==> src/hdl/obea_pkg.sv <==
`default_nettype none

package obea_pkg;

	localparam int NUM_REGS  = 8;
	localparam int REG_IDX_W = 3;
	localparam int REG_W     = 16;
	localparam int SAMPLE_W  = 16;
	localparam int LP_W      = 24;
	localparam int LEVEL_W   = 16;
	localparam int MAX_BANDS = 8;

	typedef enum logic [REG_IDX_W-1:0] {
		REG_COEF0   = 3'd0,
		REG_COEF1   = 3'd1,
		REG_COEF2   = 3'd2,
		REG_COEF3   = 3'd3,
		REG_COEF4   = 3'd4,
		REG_COEF5   = 3'd5,
		REG_COEF6   = 3'd6,
		REG_RELEASE = 3'd7
	} obea_reg_t;

	localparam logic [REG_W-1:0] REG_RESET [NUM_REGS] = '{
		16'd937, 16'd2110, 16'd4552, 16'd9526,
		16'd18905, 16'd33636, 16'd50006, 16'd65527
	};

	typedef struct packed {
		logic signed [SAMPLE_W-1:0] sample_a;
		logic signed [SAMPLE_W-1:0] sample_b;
	} obea_in_t;

	typedef struct packed {
		logic [LEVEL_W-1:0] level_0;
		logic [LEVEL_W-1:0] level_1;
		logic [LEVEL_W-1:0] level_2;
		logic [LEVEL_W-1:0] level_3;
		logic [LEVEL_W-1:0] level_4;
		logic [LEVEL_W-1:0] level_5;
		logic [LEVEL_W-1:0] level_6;
		logic [LEVEL_W-1:0] level_7;
	} obea_out_t;

endpackage

`default_nettype wire

==> src/hdl/obea_lane.sv <==
`default_nettype none

module obea_lane
	import obea_pkg::*;
(
	input  wire logic                   clk,
	input  wire logic                   arst_n,
	input  wire logic                   en,
	input  wire logic signed [LP_W-1:0] x,
	input  wire logic [REG_W-1:0]       coef,
	output logic signed [LP_W-1:0]      lp
);

	localparam int DIFF_W = LP_W + 1;
	localparam int PROD_W = DIFF_W + REG_W + 1;

	logic signed [LP_W-1:0]   lp_q;
	logic signed [DIFF_W-1:0] diff;
	logic signed [PROD_W-1:0] prod;
	logic signed [PROD_W-1:0] step;

	// one-pole update, rounded to nearest with ties upward
	assign diff = {x[LP_W-1], x} - {lp_q[LP_W-1], lp_q};
	assign prod = $signed({1'b0, coef}) * diff;
	assign step = (prod + PROD_W'(32768)) >>> REG_W;

	always_ff @(posedge clk or negedge arst_n) begin
		if (!arst_n) begin
			lp_q <= '0;
		end else if (en) begin
			lp_q <= lp_q + step[LP_W-1:0];
		end
	end

	assign lp = lp_q;

endmodule

`default_nettype wire

==> config.mk <==
export PLATFORM = sky130hd
export DESIGN_NAME = obea_lane
export DESIGN_NICKNAME = d
export VERILOG_FILES = /design/src/hdl/obea_pkg.sv /design/src/hdl/obea_lane.sv
export SDC_FILE = /design/constraint.sdc
export NUM_CORES = 1
export LEC_CHECK = 0
export ABC_AREA = 1
export BUFFER_PORTS_ARGS = -buffer_cell sky130_fd_sc_hd__buf_4
export CORE_MARGIN = 2
export CORE_UTILIZATION = 40
export DETAILED_ROUTE_END_ITERATION = 6
export SETUP_SLACK_MARGIN = 0.4
export SLEW_MARGIN = 20
export SYNTH_ARGS = -nofsm -noshare
export SYNTH_HDL_FRONTEND = slang
export SYNTH_SLANG_ARGS = --single-unit
==> constraint.sdc <==
create_clock -name clk -period 14.6 [get_ports clk]
set_clock_uncertainty 0.1 [all_clocks]
set_input_delay 2.92 -clock clk [delete_from_list [all_inputs] [get_ports clk]]
set_output_delay 2.92 -clock clk [all_outputs]
set_load 0.01 [all_outputs]
==> flow_summary.ini <==
[yosys]
synthFlopType = dfrtp_1
synth_edf_count = 0
yosys.area.top_type = fa_1
seq_area_frac_synth = 0.0334
syn_nets = 2905
synth.avg_cell_area_um2 = 7.76
synthArstFlopShare = 1.00
yosys-top-cells-area = fa_1, inv_1, ha_1
ys_types = 57
synthCells = 2315
syn_area_mm2 = 0.0180
synth_warnings = 0
synth_top_area_frac = 0.424
synth-seq-cells = 24

[layout]
final_common_cell = inv_1
area_growth_pct = 6.44
largest_reg_flops = 24
multi_input_comb_area_mm2 = 0.0148
n_fill_cell = 4565
finalNetCount = 2935
layout_common_cells = inv_1, fa_1, nand2_1, nor2_1, ha_1
seqCellArea_um2 = 601
drive_above_1_share = 0.0653

[drt]
drc = 0
routed_via_density = 5.04
vias = 14800
drt.antenna.violating_nets = 0
wirelength_um = 52500
firstDrtPassIters = 6
dr.first_iter.drc_count = 1073
wire_per_inst_um = 17.9

[sta]
timing.final.crit_share = 0.834
slew_violations = 0
hold_ws_ns = 0.441
slew_headroom = 0.305
worst_pin_slew_ns = 1.04
setup_violations = 0
setup_tns_ns = 0
hold_viol_final = 0
fmax_mhz = 82.2
rsz0062_at_grt = no
period_minus_slack_ns = 12.17

[worst_setup_path]
crit_required_ns = 14.66
critPathMaxFanout = 11
cpLargestDelayFamily = adder cells
slowest_delay_ns = 0.61
cp_num_buf_inv = 10
crit_type = input port to flop
crit_arrival_ns = 12.24
reg2reg_depth = 44
critPathCaptureType = flop
slowest_stage = fa_1
setup.worst_path.start_class = input port
path_depth = 44

[global_route]
grt_pass1_vias = 15800
grt_pass1_wl_um = 85900
grt_max_degree = 30
grt_antenna_before_repair = 0
grtUsageTotal = 0.235
gr-total-overflow = 0

[cts]
cts_sinks = 24
postCtsSetupBuffers = 0
cts-root-buf = clkbuf_16
clock_latency_ns = 0.27
clock_path_buffers = 2
numCtsBuffers = 3
cts_resized = 0
cts_tree = yes
cts_htree_levels = 1
cts.clk_slew.worst_paths_ns = 0.07
cts_hold_buf = 0

[floorplan]
num_io_pins = 67
start_util = 0.406
std_cell_rows = 77
die_h_um = 216
core_mm2 = 0.0442
die_area_mm2 = 0.0466
die_w_um = 216

[hold_path]
worstHoldPathType = flop to flop
holdPathStages = 2

[status]
status = complete, no violations

[place]
dp_hpwl_um = 46200
port_buffers = 66
place.gp.congestion = 0.981

[run]
maxCapViolCount = 0
## layer usage
layer,vias up,GRT usage,part of all wire
li1,6876,-,-
met1,7380,0.316,0.43
met2,444,0.403,0.48
met3,90,0.0338,0.063
met4,0,0.0522,0.028
met5,-,0,0
## metrics by stage
stage          worst slack, ns   util  area (um^2)  cells
2_1_floorplan             3.71      -        18000   2315
3_3_place_gp              2.27  0.430        19000   2932
3_5_place_dp              2.24  0.430        19000   2932
4_1_cts                   2.46  0.432        19100   2935
5_1_grt                   1.81  0.432        19100   2935
6_report                  2.43  0.432        19100   2936
## layout make-up
class | instances | area share
antenna | 1 | 0.000131
clock buffer | 3 | 0.00393
tap | 592 | 0.0388
timing repair buffer | 77 | 0.0302
inverter | 628 | 0.123
multi-input combinational | 1611 | 0.772
sequential | 24 | 0.0314
## worst paths after layout
check                              end  slack (ns)  startpoint
worst min-delay path            lp[23]        0.44      lp[23]
max in group asynchronous        lp[1]       11.69      arst_n
worst min register to register  lp[23]        0.44      lp[23]
worst max-delay path            lp[23]        2.43        x[0]
min in group asynchronous       lp[17]        2.45      arst_n
worst max register to register  lp[23]        4.75       lp[1]
## cells in the mapped netlist, types with 16 or more instances
cell / count
or2_2: 21
xor2_1: 31
nand2_1: 352
xnor2_1: 16
o21ai_0: 47
nand3_1: 68
inv_1: 609
fa_1: 380
ha_1: 167
nor2_1: 315
dfrtp_1: 24
a21oi_1: 77
clkbuf_1: 40
## worst min-delay path, stage by stage, from the launching register on
cell	delay [ns]
dfrtp_1	0.40
nand2_1	0.07
nand2_1	0.04
## kinds of logic (layout without fill, tap and decap cells)
group | after synthesis | count (layout) | synth area share
DFF | 24 | 24 | 0.0334
xor gates and xnor gates | 53 | 53 | 0.0290
and+or+nand+nor | 820 | 820 | 0.189
buffers and inverters | 680 | 708 | 0.145
AOI/OAI and AO/OA | 191 | 191 | 0.0637
adders and majority gates | 547 | 547 | 0.540
other | 0 | 1 | 0
Power is not shown: default switching activity piles up to over one toggle a cycle in this logic, so the estimate is an artifact.
