File: config.mk
export PLATFORM = sky130hd
export DESIGN_NAME = obea_env
export DESIGN_NICKNAME = d
export VERILOG_FILES = /design/src/hdl/obea_pkg.sv /design/src/hdl/obea_env.sv
export SDC_FILE = /design/constraint.sdc
export NUM_CORES = 1
export LEC_CHECK = 0
export ABC_CLOCK_PERIOD_IN_PS = 9700
export BUFFER_PORTS_ARGS = -buffer_cell sky130_fd_sc_hd__clkbuf_2
export CAP_MARGIN = 10
export CORE_MARGIN = 8
export CORE_UTILIZATION = 58
export CTS_BUF_LIST = sky130_fd_sc_hd__clkbuf_4
export CTS_CLUSTER_DIAMETER = 200
export DETAILED_ROUTE_END_ITERATION = 10
export GPL_TIMING_DRIVEN = 0
export MAX_ROUTING_LAYER = met4
export PLACE_DENSITY = 0.87
export SLEW_MARGIN = 20
export SYNTH_ARGS = -nofsm -noshare
export SYNTH_HDL_FRONTEND = slang
export SYNTH_SLANG_ARGS = --single-unit
export TNS_END_PERCENT = 100
File: constraint.sdc
create_clock -name clk -period 9.7 [get_ports clk]
set_clock_uncertainty 0.15 [all_clocks]
set_input_delay 0.485 -clock clk [delete_from_list [all_inputs] [get_ports clk]]
set_output_delay 0.485 -clock clk [all_outputs]
set_load 0.05 [all_outputs]
File: src/hdl/obea_pkg.sv
`default_nettype none

package obea_pkg;

	localparam int NUM_REGS  = 8;
	localparam int REG_IDX_W = 3;
	localparam int REG_W     = 16;
	localparam int SAMPLE_W  = 16;
	localparam int LP_W      = 24;
	localparam int LEVEL_W   = 16;
	localparam int MAX_BANDS = 8;

	typedef enum logic [REG_IDX_W-1:0] {
		REG_COEF0   = 3'd0,
		REG_COEF1   = 3'd1,
		REG_COEF2   = 3'd2,
		REG_COEF3   = 3'd3,
		REG_COEF4   = 3'd4,
		REG_COEF5   = 3'd5,
		REG_COEF6   = 3'd6,
		REG_RELEASE = 3'd7
	} obea_reg_t;

	localparam logic [REG_W-1:0] REG_RESET [NUM_REGS] = '{
		16'd937, 16'd2110, 16'd4552, 16'd9526,
		16'd18905, 16'd33636, 16'd50006, 16'd65527
	};

	typedef struct packed {
		logic signed [SAMPLE_W-1:0] sample_a;
		logic signed [SAMPLE_W-1:0] sample_b;
	} obea_in_t;

	typedef struct packed {
		logic [LEVEL_W-1:0] level_0;
		logic [LEVEL_W-1:0] level_1;
		logic [LEVEL_W-1:0] level_2;
		logic [LEVEL_W-1:0] level_3;
		logic [LEVEL_W-1:0] level_4;
		logic [LEVEL_W-1:0] level_5;
		logic [LEVEL_W-1:0] level_6;
		logic [LEVEL_W-1:0] level_7;
	} obea_out_t;

endpackage

`default_nettype wire

File: src/hdl/obea_env.sv
`default_nettype none

module obea_env
	import obea_pkg::*;
(
	input  wire logic               clk,
	input  wire logic               arst_n,
	input  wire logic               en,
	input  wire logic [LEVEL_W-1:0] mag,
	input  wire logic [REG_W-1:0]   release_factor,
	output logic [LEVEL_W-1:0]      env
);

	logic [LEVEL_W-1:0]       env_q;
	logic [LEVEL_W+REG_W-1:0] prod;
	logic [LEVEL_W-1:0]       decayed;

	assign prod    = env_q * release_factor;
	assign decayed = prod[LEVEL_W+REG_W-1:REG_W];

	always_ff @(posedge clk or negedge arst_n) begin
		if (!arst_n) begin
			env_q <= '0;
		end else if (en) begin
			env_q <= (mag > decayed) ? mag : decayed;
		end
	end

	assign env = env_q;

endmodule

`default_nettype wire

==> results of run 1 <==
[timing repair]
item                                    CTS  global route
setup buffers                             0             0
endpoints found under the hold margin    16             0
hold buffers                              1             0
endpoints found under the setup margin    0             0
[area by class of cell]
class,instances,share of cell area [%]
buffer,38,1.64
clock buffer,3,0.228
sequential,16,4.06
multi-input combinational,751,79.4
clock inverter,1,0.0380
inverter,241,9.17
antenna,2,0.0507
timing repair buffer,51,2.64
tap,216,2.74
[Yosys cell counts (3+ instances only)]
cell and count:
sky130_fd_sc_hd__inv_1 240, sky130_fd_sc_hd__fa_1 193, sky130_fd_sc_hd__and2_1 116, sky130_fd_sc_hd__o22a_1 3
sky130_fd_sc_hd__nor2b_1 4, sky130_fd_sc_hd__o31ai_1 3, sky130_fd_sc_hd__mux2_2 5, sky130_fd_sc_hd__dfrtp_1 16
sky130_fd_sc_hd__a2bb2oi_1 3, sky130_fd_sc_hd__o21ai_0 8, sky130_fd_sc_hd__a31oi_1 7, sky130_fd_sc_hd__nand4_1 6
sky130_fd_sc_hd__nand3_1 9, sky130_fd_sc_hd__clkbuf_1 35, sky130_fd_sc_hd__and3_1 5, sky130_fd_sc_hd__a21oi_1 20
sky130_fd_sc_hd__a21o_1 19, sky130_fd_sc_hd__xor2_1 10, sky130_fd_sc_hd__xnor2_1 8, sky130_fd_sc_hd__and4_1 3
sky130_fd_sc_hd__nand2b_1 3, sky130_fd_sc_hd__nor2_1 14, sky130_fd_sc_hd__ha_1 117, sky130_fd_sc_hd__o21bai_1 3
sky130_fd_sc_hd__mux2i_1 5, sky130_fd_sc_hd__o21ai_1 4, sky130_fd_sc_hd__nand2_1 156
[worst register-to-register path: cells and delay by family (launching register included)]
family / cells / cell delay (ps)
flops: 1 / 790
mux: 2 / 360
fa+ha+maj: 8 / 3710
simple gates: 3 / 510
xor+xnor: 1 / 300
buf+inv: 6 / 1080
compound gates: 9 / 1910
[per-stage QoR]
| stage | setup slack (ps) | cells | hold slack (ps) |
|---|---|---|---|
| 3_5_place_dp | 966 | 1312 | 301 |
| 5_1_grt | 476 | 1317 | 324 |
| 2_1_floorplan | 1850 | 1046 | 39.4 |
| 6_report | 788 | 1319 | 307 |
| 4_1_cts | 937 | 1317 | 306 |
| 3_3_place_gp | 1100 | 1312 | 288 |
[routing by layer]
layer	vias up	global-route usage [%]
li1	3291	-
met1	3760	32.1
met2	373	41.9
met3	89	4.24
met4	0	13.9
met5	-	-
[logic make-up after synthesis]
family / Yosys count
AO/OA/AOI/OAI: 88
AND/OR/NAND/NOR: 323
multiplexers: 12
XOR/XNOR: 18
adder cells (fa/ha/maj): 310
flip-flops: 16
buffers and inverters: 279
[final timing paths]
kind	from	to	cells after the start
setup reg to reg	env[8]$_DFFE_PN0P_	env[9]$_DFFE_PN0P_	29
min in group asynchronous	arst_n	env[5]$_DFFE_PN0P_	2
hold reg to reg	env[14]$_DFFE_PN0P_	env[14]$_DFFE_PN0P_	2
setup / recovery	env[8]$_DFFE_PN0P_	env[9]$_DFFE_PN0P_	29
max in group asynchronous	arst_n	env[7]$_DFFE_PN0P_	2
hold / removal	mag[14]	env[14]$_DFFE_PN0P_	3
==> metrics.json, run 1 <==
{
  "outcome": "finished clean",
  "grt_max_degree": 17,
  "synth_flop_cell": "sky130_fd_sc_hd__dfrtp_1",
  "post_route_clock_period_utilization_pct": 91.9,
  "dpl_cell_area_um2": 9830,
  "synth_area_in_xor_xnor_pct": 1.69,
  "io_pins": 51,
  "grt_first_pass_wirelength_um": 40800,
  "clkSlewWorstSetupHoldPaths_ps": 100,
  "fillCellCount": 1302,
  "totalNegativeSetupSlack_ps": 0,
  "slew-limit-headroom_pct": 45.4,
  "root_buffer": "sky130_fd_sc_hd__clkbuf_4",
  "period_minus_slack_ps": 8910,
  "cp_max_fo": 10,
  "detail_route.vias_per_cell": 5.70,
  "synth.top_cell.area_share_pct": 41.5,
  "critical_path_arrival_ps": 8960,
  "end_kind": "flip-flop",
  "signed_area_change_from_the_synthesized_netlist_to_the_final_layout_pct": 6.04,
  "routed-wl-met2_um": 11600,
  "timing.critical_path.from_type": "flip-flop",
  "floorplan.die.width_um": 143,
  "met1_routed_wirelength_after_detailed_routing_um": 9440,
  "core_region_area_um2": 15800,
  "syn_area_per_cell_um2": 8.90,
  "hpwl_um": 20500,
  "die_h_um": 143,
  "cts_num_sinks": 16,
  "syn_nets": 1391,
  "synth_adder_area_share_pct": 57.2,
  "post_synth_main_area_contributors": "sky130_fd_sc_hd__fa_1 (42%), sky130_fd_sc_hd__ha_1 (16%), sky130_fd_sc_hd__inv_1 (9.7%)",
  "grt-ovfl-total": 0,
  "max_clock_freq_ghz": 0.112,
  "layout_commonest_cell": "sky130_fd_sc_hd__inv_1",
  "std_cell_rows": 46,
  "largest_register_ffs": 16,
  "die_area_um2": 20400,
  "path_delay_family": "adder cells",
  "rsz_0062_raised_after_global_routing": "no",
  "detail_route.wirelength_um": 24600,
  "highest-signal-layer": "met4",
  "ff2ff_setup_slack_ps": 790,
  "share_of_synthesized_registers_carrying_an_async_set_or_reset_pct": 100,
  "cts-resized-gates": 0,
  "antenna_found_initial": 0,
  "slowest_delay_ps": 790,
  "final_cell_mix": "sky130_fd_sc_hd__inv_1 (240), sky130_fd_sc_hd__fa_1 (193), sky130_fd_sc_hd__nand2_1 (156), sky130_fd_sc_hd__ha_1 (117), sky130_fd_sc_hd__and2_1 (116)",
  "fin_nets": 1447,
  "cell_area_after_synthesis_um2": 9310,
  "grt_pass1_vias": 8206,
  "crit_top_cell": "sky130_fd_sc_hd__fa_1",
  "synth_simple_gate_area_share_pct": 17.2,
  "synth.distinct_cells": 50,
  "place.port_buffers": 50,
  "synth_enable_flop_cells": 0,
  "via_count": 7513,
  "gp_congestion": 0.972,
  "met3RoutedLength_um": 2090,
  "timing.hold.worst.class": "in -> reg",
  "ys_ff_latch": 16,
  "initial_core_util_pct": 59.0,
  "ant_nets": 0,
  "maxCapViolCount": 0,
  "clkLatencyLatePin_ps": 290,
  "slowest_stage": "sky130_fd_sc_hd__dfrtp_1",
  "seqCellArea_um2": 400,
  "finalInstanceArea_um2": 9870,
  "synth_compound_gate_area_share_pct": 6.61,
  "postSynthCellCount": 1046,
  "path_class": "reg -> reg",
  "yosysWarningCount": 0,
  "cts_buffers": 3,
  "cts_buffer_depth": 2,
  "critPathBufInv": 6,
  "post_route_cells_drive_above_1_share_pct": 6.45,
  "drt_drc_violations_left": 0,
  "maxSlewViolCount": 0,
  "max_slew.worst_pin.slew_ps": 818,
  "synth_area_leader_cell": "sky130_fd_sc_hd__fa_1",
  "seq_area_frac_synth_pct": 4.30,
  "post_drt_wl_per_cell_um": 18.6,
  "gr-usage-all-layers_pct": 26.4,
  "drt_first_pass_iters": 5,
  "setup_viol": 0,
  "cts_max_level": 1,
  "synth_mux_area_share_pct": 1.47,
  "hold_violations": 0,
  "final_core_util_pct": 62.6,
  "dr.first_iter.drc_count": 510,
  "cts_tree": "yes",
  "worst-endpoint-required_ps": 9740,
  "synth_top_family_by_area": "adder cells",
  "multi_input_gate_area_in_the_final_layout_um2": 7840
}
Power of run 1 is not shown: default switching activity piles up to over one toggle a cycle in this logic, so the estimate is an artifact.
==> inputs of run 2 (changes only) <==
REMOVE_ABC_BUFFERS = 1   (was unset)
==> run 2 against run 1 <==
Compared with the run above: global-route usage down 2.9 points; setup slack better by 170 ps; largest cell class unchanged; critical path depth down 1.
==> metrics.json, run 2 (synthesis gave the netlist of run 1 again) <==
{
  "worst-r2r-cell-count": {"value": 28, "change": "-3.4%"},
  "ctsHoldBuffers": {"value": 1, "change": "unchanged"},
  "gr-usage-all-layers": {"value": 23.5, "unit": "%", "change": "-2.9 points"},
  "max_slew.worst_pin.slew": {"value": 908, "unit": "ps", "change": "+89.1 ps"},
  "totalNegativeSetupSlack": {"value": 0, "unit": "ps", "change": "unchanged"},
  "cts_buffers": {"value": 3, "change": "unchanged"},
  "cts-resized-gates": {"value": 0, "change": "unchanged"},
  "crit_top_cell": "sky130_fd_sc_hd__fa_1",
  "final_cell_mix": "sky130_fd_sc_hd__inv_1 (240), sky130_fd_sc_hd__fa_1 (193), sky130_fd_sc_hd__nand2_1 (156), sky130_fd_sc_hd__ha_1 (117), sky130_fd_sc_hd__and2_1 (116)",
  "grt_max_degree": {"value": 23, "change": "+6"},
  "post_route_cells_drive_above_1_share": {"value": 6.40, "unit": "%", "change": "-0.052 points"},
  "post_drt_wl_per_cell": {"value": 17.1, "unit": "um", "change": "-8.2%"},
  "postCtsSetupRepairBufs": {"value": 0, "change": "unchanged"},
  "cts_max_level": {"value": 1, "change": "unchanged"},
  "hpwl": {"value": 17500, "unit": "um", "change": "-14%"},
  "critical_path_depth": {"value": 28, "change": "-3.4%"},
  "initial_core_util": {"value": 59.0, "unit": "%", "change": "unchanged"},
  "dp.cells": {"value": 1274, "change": "-2.9%"},
  "die_area": {"value": 20400, "unit": "um^2", "change": "unchanged"},
  "fin_nets": {"value": 1409, "change": "-2.6%"},
  "grt_first_pass_wirelength": {"value": 37800, "unit": "um", "change": "-7.4%"},
  "slowest_delay": {"value": 950, "unit": "ps", "change": "+160 ps"},
  "core_region_area": {"value": 15800, "unit": "um^2", "change": "unchanged"},
  "detail_route.vias_per_cell": {"value": 5.62, "change": "-1.4%"},
  "post_route_clock_period_utilization": {"value": 90.1, "unit": "%", "change": "-1.7 points"},
  "die_h": {"value": 143, "unit": "um", "change": "unchanged"},
  "via_count": {"value": 7184, "change": "-4.4%"},
  "cts_num_sinks": {"value": 16, "change": "unchanged"},
  "clkSlewWorstSetupHoldPaths": {"value": 110, "unit": "ps", "change": "about the same"},
  "final_antenna_diode_count": {"value": 0, "change": "-2"},
  "largest_register_ffs": {"value": 16, "change": "unchanged"},
  "timing.critical_path.from_type": "flip-flop",
  "grt_pass1_vias": {"value": 8118, "change": "-1.1%"},
  "hold-worst-slack": {"value": 312, "unit": "ps", "change": "+5.49 ps"},
  "critical_path_arrival": {"value": 8810, "unit": "ps", "change": "-150 ps"},
  "signed_area_change_from_the_synthesized_netlist_to_the_final_layout_pct": 4.25,
  "hold_violations": {"value": 0, "change": "unchanged"},
  "cp_max_fo": {"value": 18, "change": "+8"},
  "instances_no_fill": {"value": 1279, "change": "-3.0%"},
  "grt-ovfl-total": {"value": 0, "change": "unchanged"},
  "cts_buffer_depth": {"value": 2, "change": "unchanged"},
  "ant_nets": {"value": 0, "change": "unchanged"},
  "path_class": "reg -> reg",
  "clkLatencyLatePin": {"value": 300, "unit": "ps", "change": "about the same"},
  "io_pins": {"value": 51, "change": "unchanged"},
  "root_buffer": "sky130_fd_sc_hd__clkbuf_4",
  "floorplan.die.width": {"value": 143, "unit": "um", "change": "unchanged"},
  "slew-limit-headroom": {"value": 39.5, "unit": "%", "change": "-5.9 points"},
  "std_cell_rows": {"value": 46, "change": "unchanged"},
  "critPathBufInv": {"value": 5, "change": "-1"},
  "drt_first_pass_iters": {"value": 5, "change": "unchanged"},
  "setup_viol": {"value": 0, "change": "unchanged"},
  "drt_drc_violations_left": {"value": 0, "change": "unchanged"},
  "maxSlewViolCount": {"value": 0, "change": "unchanged"},
  "maxCapViolCount": {"value": 0, "change": "unchanged"},
  "max_clock_freq": {"value": 0.114, "unit": "GHz", "change": "+1.9%"},
  "antenna_found_initial": {"value": 0, "change": "unchanged"},
  "dr.first_iter.drc_count": {"value": 360, "change": "-29%"},
  "worst-endpoint-required": {"value": 9770, "unit": "ps", "change": "+30 ps"},
  "detail_route.wirelength": {"value": 21900, "unit": "um", "change": "-11%"},
  "path_delay_family": "adder cells",
  "gp_congestion": {"value": 0.957, "change": "-1.5%"},
  "place.port_buffers": {"value": 50, "change": "unchanged"},
  "layout_commonest_cell": "sky130_fd_sc_hd__inv_1",
  "timing.hold.worst.class": "in -> reg",
  "hold-path-cell-count": {"value": 3, "change": "unchanged"},
  "outcome": "finished clean",
  "cts_tree": "yes",
  "period_minus_slack": {"value": 8740, "unit": "ps", "change": "-170 ps"},
  "rsz_0062_raised_after_global_routing": "no",
  "fillCellCount": {"value": 1316, "change": "+1.1%"},
  "slowest_stage": "sky130_fd_sc_hd__dfrtp_1",
  "final_core_util": {"value": 61.5, "unit": "%", "change": "-1.1 points"},
  "end_kind": "flip-flop"
}
## run 2: changes by cell type in the layout (fill, tap and decap cells not counted)
cell                       change
sky130_fd_sc_hd__buf_4         -1
sky130_fd_sc_hd__diode_2       -2
sky130_fd_sc_hd__clkbuf_1     -35
sky130_fd_sc_hd__buf_6         -2
## run 2: through the flow
stage	setup WS, ps	cell area, um^2
global route	434	9700
detailed placement	1090	9670
global placement	1280	9670
finish	958	9700
floorplan	1960	9150
CTS	1030	9700
## run 2: layout make-up
| cell class | instances | area [um^2] | share of cell area (%) |
|---|---|---|---|
| Inverter | 241 | 905 | 9.32 |
| Sequential cell | 16 | 400 | 4.13 |
| Clock buffer | 3 | 22.5 | 0.232 |
| Clock inverter | 1 | 3.75 | 0.0387 |
| Tap cell | 216 | 270 | 2.79 |
| Multi-Input combinational cell | 751 | 7840 | 80.8 |
| Timing Repair Buffer | 51 | 260 | 2.68 |
## run 2: worst min-delay path, stage by stage
cell                       delay (ps)
sky130_fd_sc_hd__clkbuf_2         100
sky130_fd_sc_hd__nand2_1           70
sky130_fd_sc_hd__a31oi_1           70
## run 2: worst paths after layout
path / startpoint / to / slack (ps)
setup / recovery: env[6]$_DFFE_PN0P_ / env[12]$_DFFE_PN0P_ / 960
hold / removal: mag[14] / env[14]$_DFFE_PN0P_ / 310
setup reg to reg: env[6]$_DFFE_PN0P_ / env[12]$_DFFE_PN0P_ / 960
hold reg to reg: env[15]$_DFFE_PN0P_ / env[15]$_DFFE_PN0P_ / 770
max in group asynchronous: arst_n / env[11]$_DFFE_PN0P_ / 8590
min in group asynchronous: arst_n / env[6]$_DFFE_PN0P_ / 490
## run 2: layer usage
layer,track usage (%),share of wire [%],wire (um),vias up
met5,-,0,0,-
met2,42.3,52,11500,245
li1,-,-,-,3208
met4,8.00,3.0,658,0
met3,2.27,5.5,1210,59
met1,27.0,39,8540,3672
Power of run 2 is left out for the same reason.
==> inputs of run 3 (changes only) <==
--- a/config.mk
+++ b/config.mk
@@ -18,5 +18,5 @@
 export PLACE_DENSITY = 0.87
 export REMOVE_ABC_BUFFERS = 1
-export SLEW_MARGIN = 20
+export SLEW_MARGIN = 30
 export SYNTH_ARGS = -nofsm -noshare
 export SYNTH_HDL_FRONTEND = slang
==> constraint.sdc (replaced) <==
create_clock -name clk -period 9.7 [get_ports clk]
set_clock_uncertainty 0.15 [all_clocks]
set_input_delay 0.97 -clock clk [delete_from_list [all_inputs] [get_ports clk]]
set_output_delay 0.97 -clock clk [all_outputs]
set_load 0.05 [all_outputs]
==> run 3 against run 2 <==
Compared with the run above: utilization is 0.063 points lower; clock-buffer cell count unchanged; non-clock buffer count shrank 1; final cell count is essentially flat; wire length is 0.21% lower.
==> metrics.json, run 3 (synthesis gave the netlist of run 1 again) <==
{
  "outcome": "finished clean",
  "totalNegativeSetupSlack": {"value": 0, "unit": "ps", "change": "unchanged"},
  "ant_nets": {"value": 0, "change": "unchanged"},
  "dp.cells": {"value": 1274, "change": "unchanged"},
  "hold_violations": {"value": 0, "change": "unchanged"},
  "initial_core_util": {"value": 59.0, "unit": "%", "change": "unchanged"},
  "crit_top_cell": "sky130_fd_sc_hd__fa_1",
  "gp_congestion": {"value": 0.957, "change": "unchanged"},
  "die_h": {"value": 143, "unit": "um", "change": "unchanged"},
  "clkLatencyLatePin": {"value": 300, "unit": "ps", "change": "about the same"},
  "period_minus_slack": {"value": 8800, "unit": "ps", "change": "+56.9 ps"},
  "cts_buffer_depth": {"value": 2, "change": "unchanged"},
  "critical_path_depth": {"value": 29, "change": "+3.6%"},
  "critPathBufInv": {"value": 6, "change": "+1"},
  "setup_viol": {"value": 0, "change": "unchanged"},
  "global_route.usage.met2": {"value": 42.3, "unit": "%", "change": "unchanged"},
  "cts_num_sinks": {"value": 16, "change": "unchanged"},
  "path_class": "in -> reg",
  "grt_first_pass_wirelength": {"value": 37800, "unit": "um", "change": "unchanged"},
  "drt_drc_violations_left": {"value": 0, "change": "unchanged"},
  "postCtsSetupRepairBufs": {"value": 0, "change": "unchanged"},
  "io_pins": {"value": 51, "change": "unchanged"},
  "core_region_area": {"value": 15800, "unit": "um^2", "change": "unchanged"},
  "detailedPlace.worstSlack": {"value": 681, "unit": "ps", "change": "-408 ps"},
  "largest_register_ffs": {"value": 16, "change": "unchanged"},
  "ff2ff_setup_slack": {"value": 980, "unit": "ps", "change": "+20 ps"},
  "end_kind": "flip-flop",
  "cp_max_fo": {"value": 16, "change": "-2"},
  "layout_commonest_cell": "sky130_fd_sc_hd__inv_1",
  "clkSlewWorstSetupHoldPaths": {"value": 110, "unit": "ps", "change": "about the same"},
  "slowest_delay": {"value": 600, "unit": "ps", "change": "-350 ps"},
  "global_route.usage.met1": {"value": 27.0, "unit": "%", "change": "unchanged"},
  "grt-ovfl-total": {"value": 0, "change": "unchanged"},
  "instances_no_fill": {"value": 1278, "change": "-0.078%"},
  "post_route_clock_period_utilization": {"value": 90.7, "unit": "%", "change": "+0.59 points"},
  "cts_buffers": {"value": 3, "change": "unchanged"},
  "detail_route.wirelength": {"value": 21800, "unit": "um", "change": "-0.21%"},
  "grt_max_degree": {"value": 23, "change": "unchanged"},
  "worst-endpoint-required": {"value": 9770, "unit": "ps", "change": "about the same"},
  "fin_nets": {"value": 1408, "change": "-0.071%"},
  "rsz_0062_raised_after_global_routing": "no",
  "timing.hold.worst.class": "in -> async",
  "worst_slack": {"value": 901, "unit": "ps", "change": "-56.9 ps"},
  "maxCapViolCount": {"value": 0, "change": "unchanged"},
  "grt.met3_usage": {"value": 2.27, "unit": "%", "change": "unchanged"},
  "worst-r2r-cell-count": {"value": 28, "change": "unchanged"},
  "signed_area_change_from_the_synthesized_netlist_to_the_final_layout_pct": 4.14,
  "cts-resized-gates": {"value": 0, "change": "unchanged"},
  "root_buffer": "sky130_fd_sc_hd__clkbuf_4",
  "crit-reg2reg-launch": "env[7]$_DFFE_PN0P_",
  "place.port_buffers": {"value": 50, "change": "unchanged"},
  "post_route_cells_drive_above_1_share": {"value": 6.40, "unit": "%", "change": "about the same"},
  "maxSlewViolCount": {"value": 0, "change": "unchanged"},
  "busiest_layer": "met2",
  "max_slew.worst_pin.slew": {"value": 871, "unit": "ps", "change": "-36.6 ps"},
  "max_clock_freq": {"value": 0.114, "unit": "GHz", "change": "-0.65%"},
  "die_area": {"value": 20400, "unit": "um^2", "change": "unchanged"},
  "antenna_found_initial": {"value": 0, "change": "unchanged"},
  "slowest_stage": "sky130_fd_sc_hd__or2_1",
  "detail_route.vias_per_cell": {"value": 5.63, "change": "+0.30%"},
  "drt_first_pass_iters": {"value": 8, "change": "+3"},
  "grt_pass1_vias": {"value": 8118, "change": "unchanged"},
  "std_cell_rows": {"value": 46, "change": "unchanged"},
  "cts_tree": "yes",
  "gr-usage-all-layers": {"value": 23.5, "unit": "%", "change": "unchanged"},
  "path_delay_family": "adder cells",
  "slew-limit-headroom": {"value": 41.9, "unit": "%", "change": "+2.4 points"},
  "dr.first_iter.drc_count": {"value": 395, "change": "+9.7%"},
  "r2r_end": "env[12]$_DFFE_PN0P_",
  "hpwl": {"value": 17500, "unit": "um", "change": "unchanged"},
  "critical_path_arrival": {"value": 8870, "unit": "ps", "change": "+60 ps"},
  "floorplan.die.width": {"value": 143, "unit": "um", "change": "unchanged"},
  "timing.critical_path.from_type": "input port",
  "final_antenna_diode_count": {"value": 0, "change": "unchanged"},
  "final_cell_mix": "sky130_fd_sc_hd__inv_1 (240), sky130_fd_sc_hd__fa_1 (193), sky130_fd_sc_hd__nand2_1 (156), sky130_fd_sc_hd__ha_1 (117), sky130_fd_sc_hd__and2_1 (116)",
  "post_drt_wl_per_cell": {"value": 17.1, "unit": "um", "change": "-0.13%"},
  "via_count": {"value": 7200, "change": "+0.22%"},
  "ctsHoldBuffers": {"value": 0, "change": "-1"},
  "cts_max_level": {"value": 1, "change": "unchanged"}
}
==> run 3: final cells by class <==
type / count / area [um^2]
clock buffer: 3 / 22.5
sequential: 16 / 400
inverter: 241 / 905
fill: 1317 / 6080
timing repair buffer: 50 / 250
clock inverter: 1 / 3.75
multi-input combinational: 751 / 7840
tap: 216 / 270
==> run 3: metal layers <==
metal / share of wire [%] / vias to the layer above
li1: - / 3206
met1: 39 / 3671
met2: 52 / 257
met3: 5.5 / 66
met4: 3.5 / 0
met5: 0 / -
==> run 3: per-stage QoR <==
| step | hold WS, ps | area (um^2) | util (%) |
|---|---|---|---|
| after floorplan | 524 | 9150 | - |
| after global placement | 681 | 9670 | 61.3 |
| after detailed placement | 715 | 9670 | 61.3 |
| after CTS | 451 | 9690 | 61.5 |
| after global routing | 470 | 9690 | 61.5 |
| final | 438 | 9690 | 61.5 |
==> run 3: worst max path at each step <==
| stage | startpoint | end | slack, ps |
|---|---|---|---|
| 4_1_cts | release_factor[7] | env[12]$_DFFE_PN0P_ | 950 |
| 5_1_grt | release_factor[7] | env[7]$_DFFE_PN0P_ | 400 |
| 3_5_place_dp | release_factor[7] | env[12]$_DFFE_PN0P_ | 680 |
| 6_report | release_factor[7] | env[12]$_DFFE_PN0P_ | 900 |
| 2_1_floorplan | release_factor[4] | env[12]$_DFFE_PN0P_ | 1860 |
| 3_3_place_gp | release_factor[7] | env[2]$_DFFE_PN0P_ | 870 |
Power of run 3 is left out for the same reason.
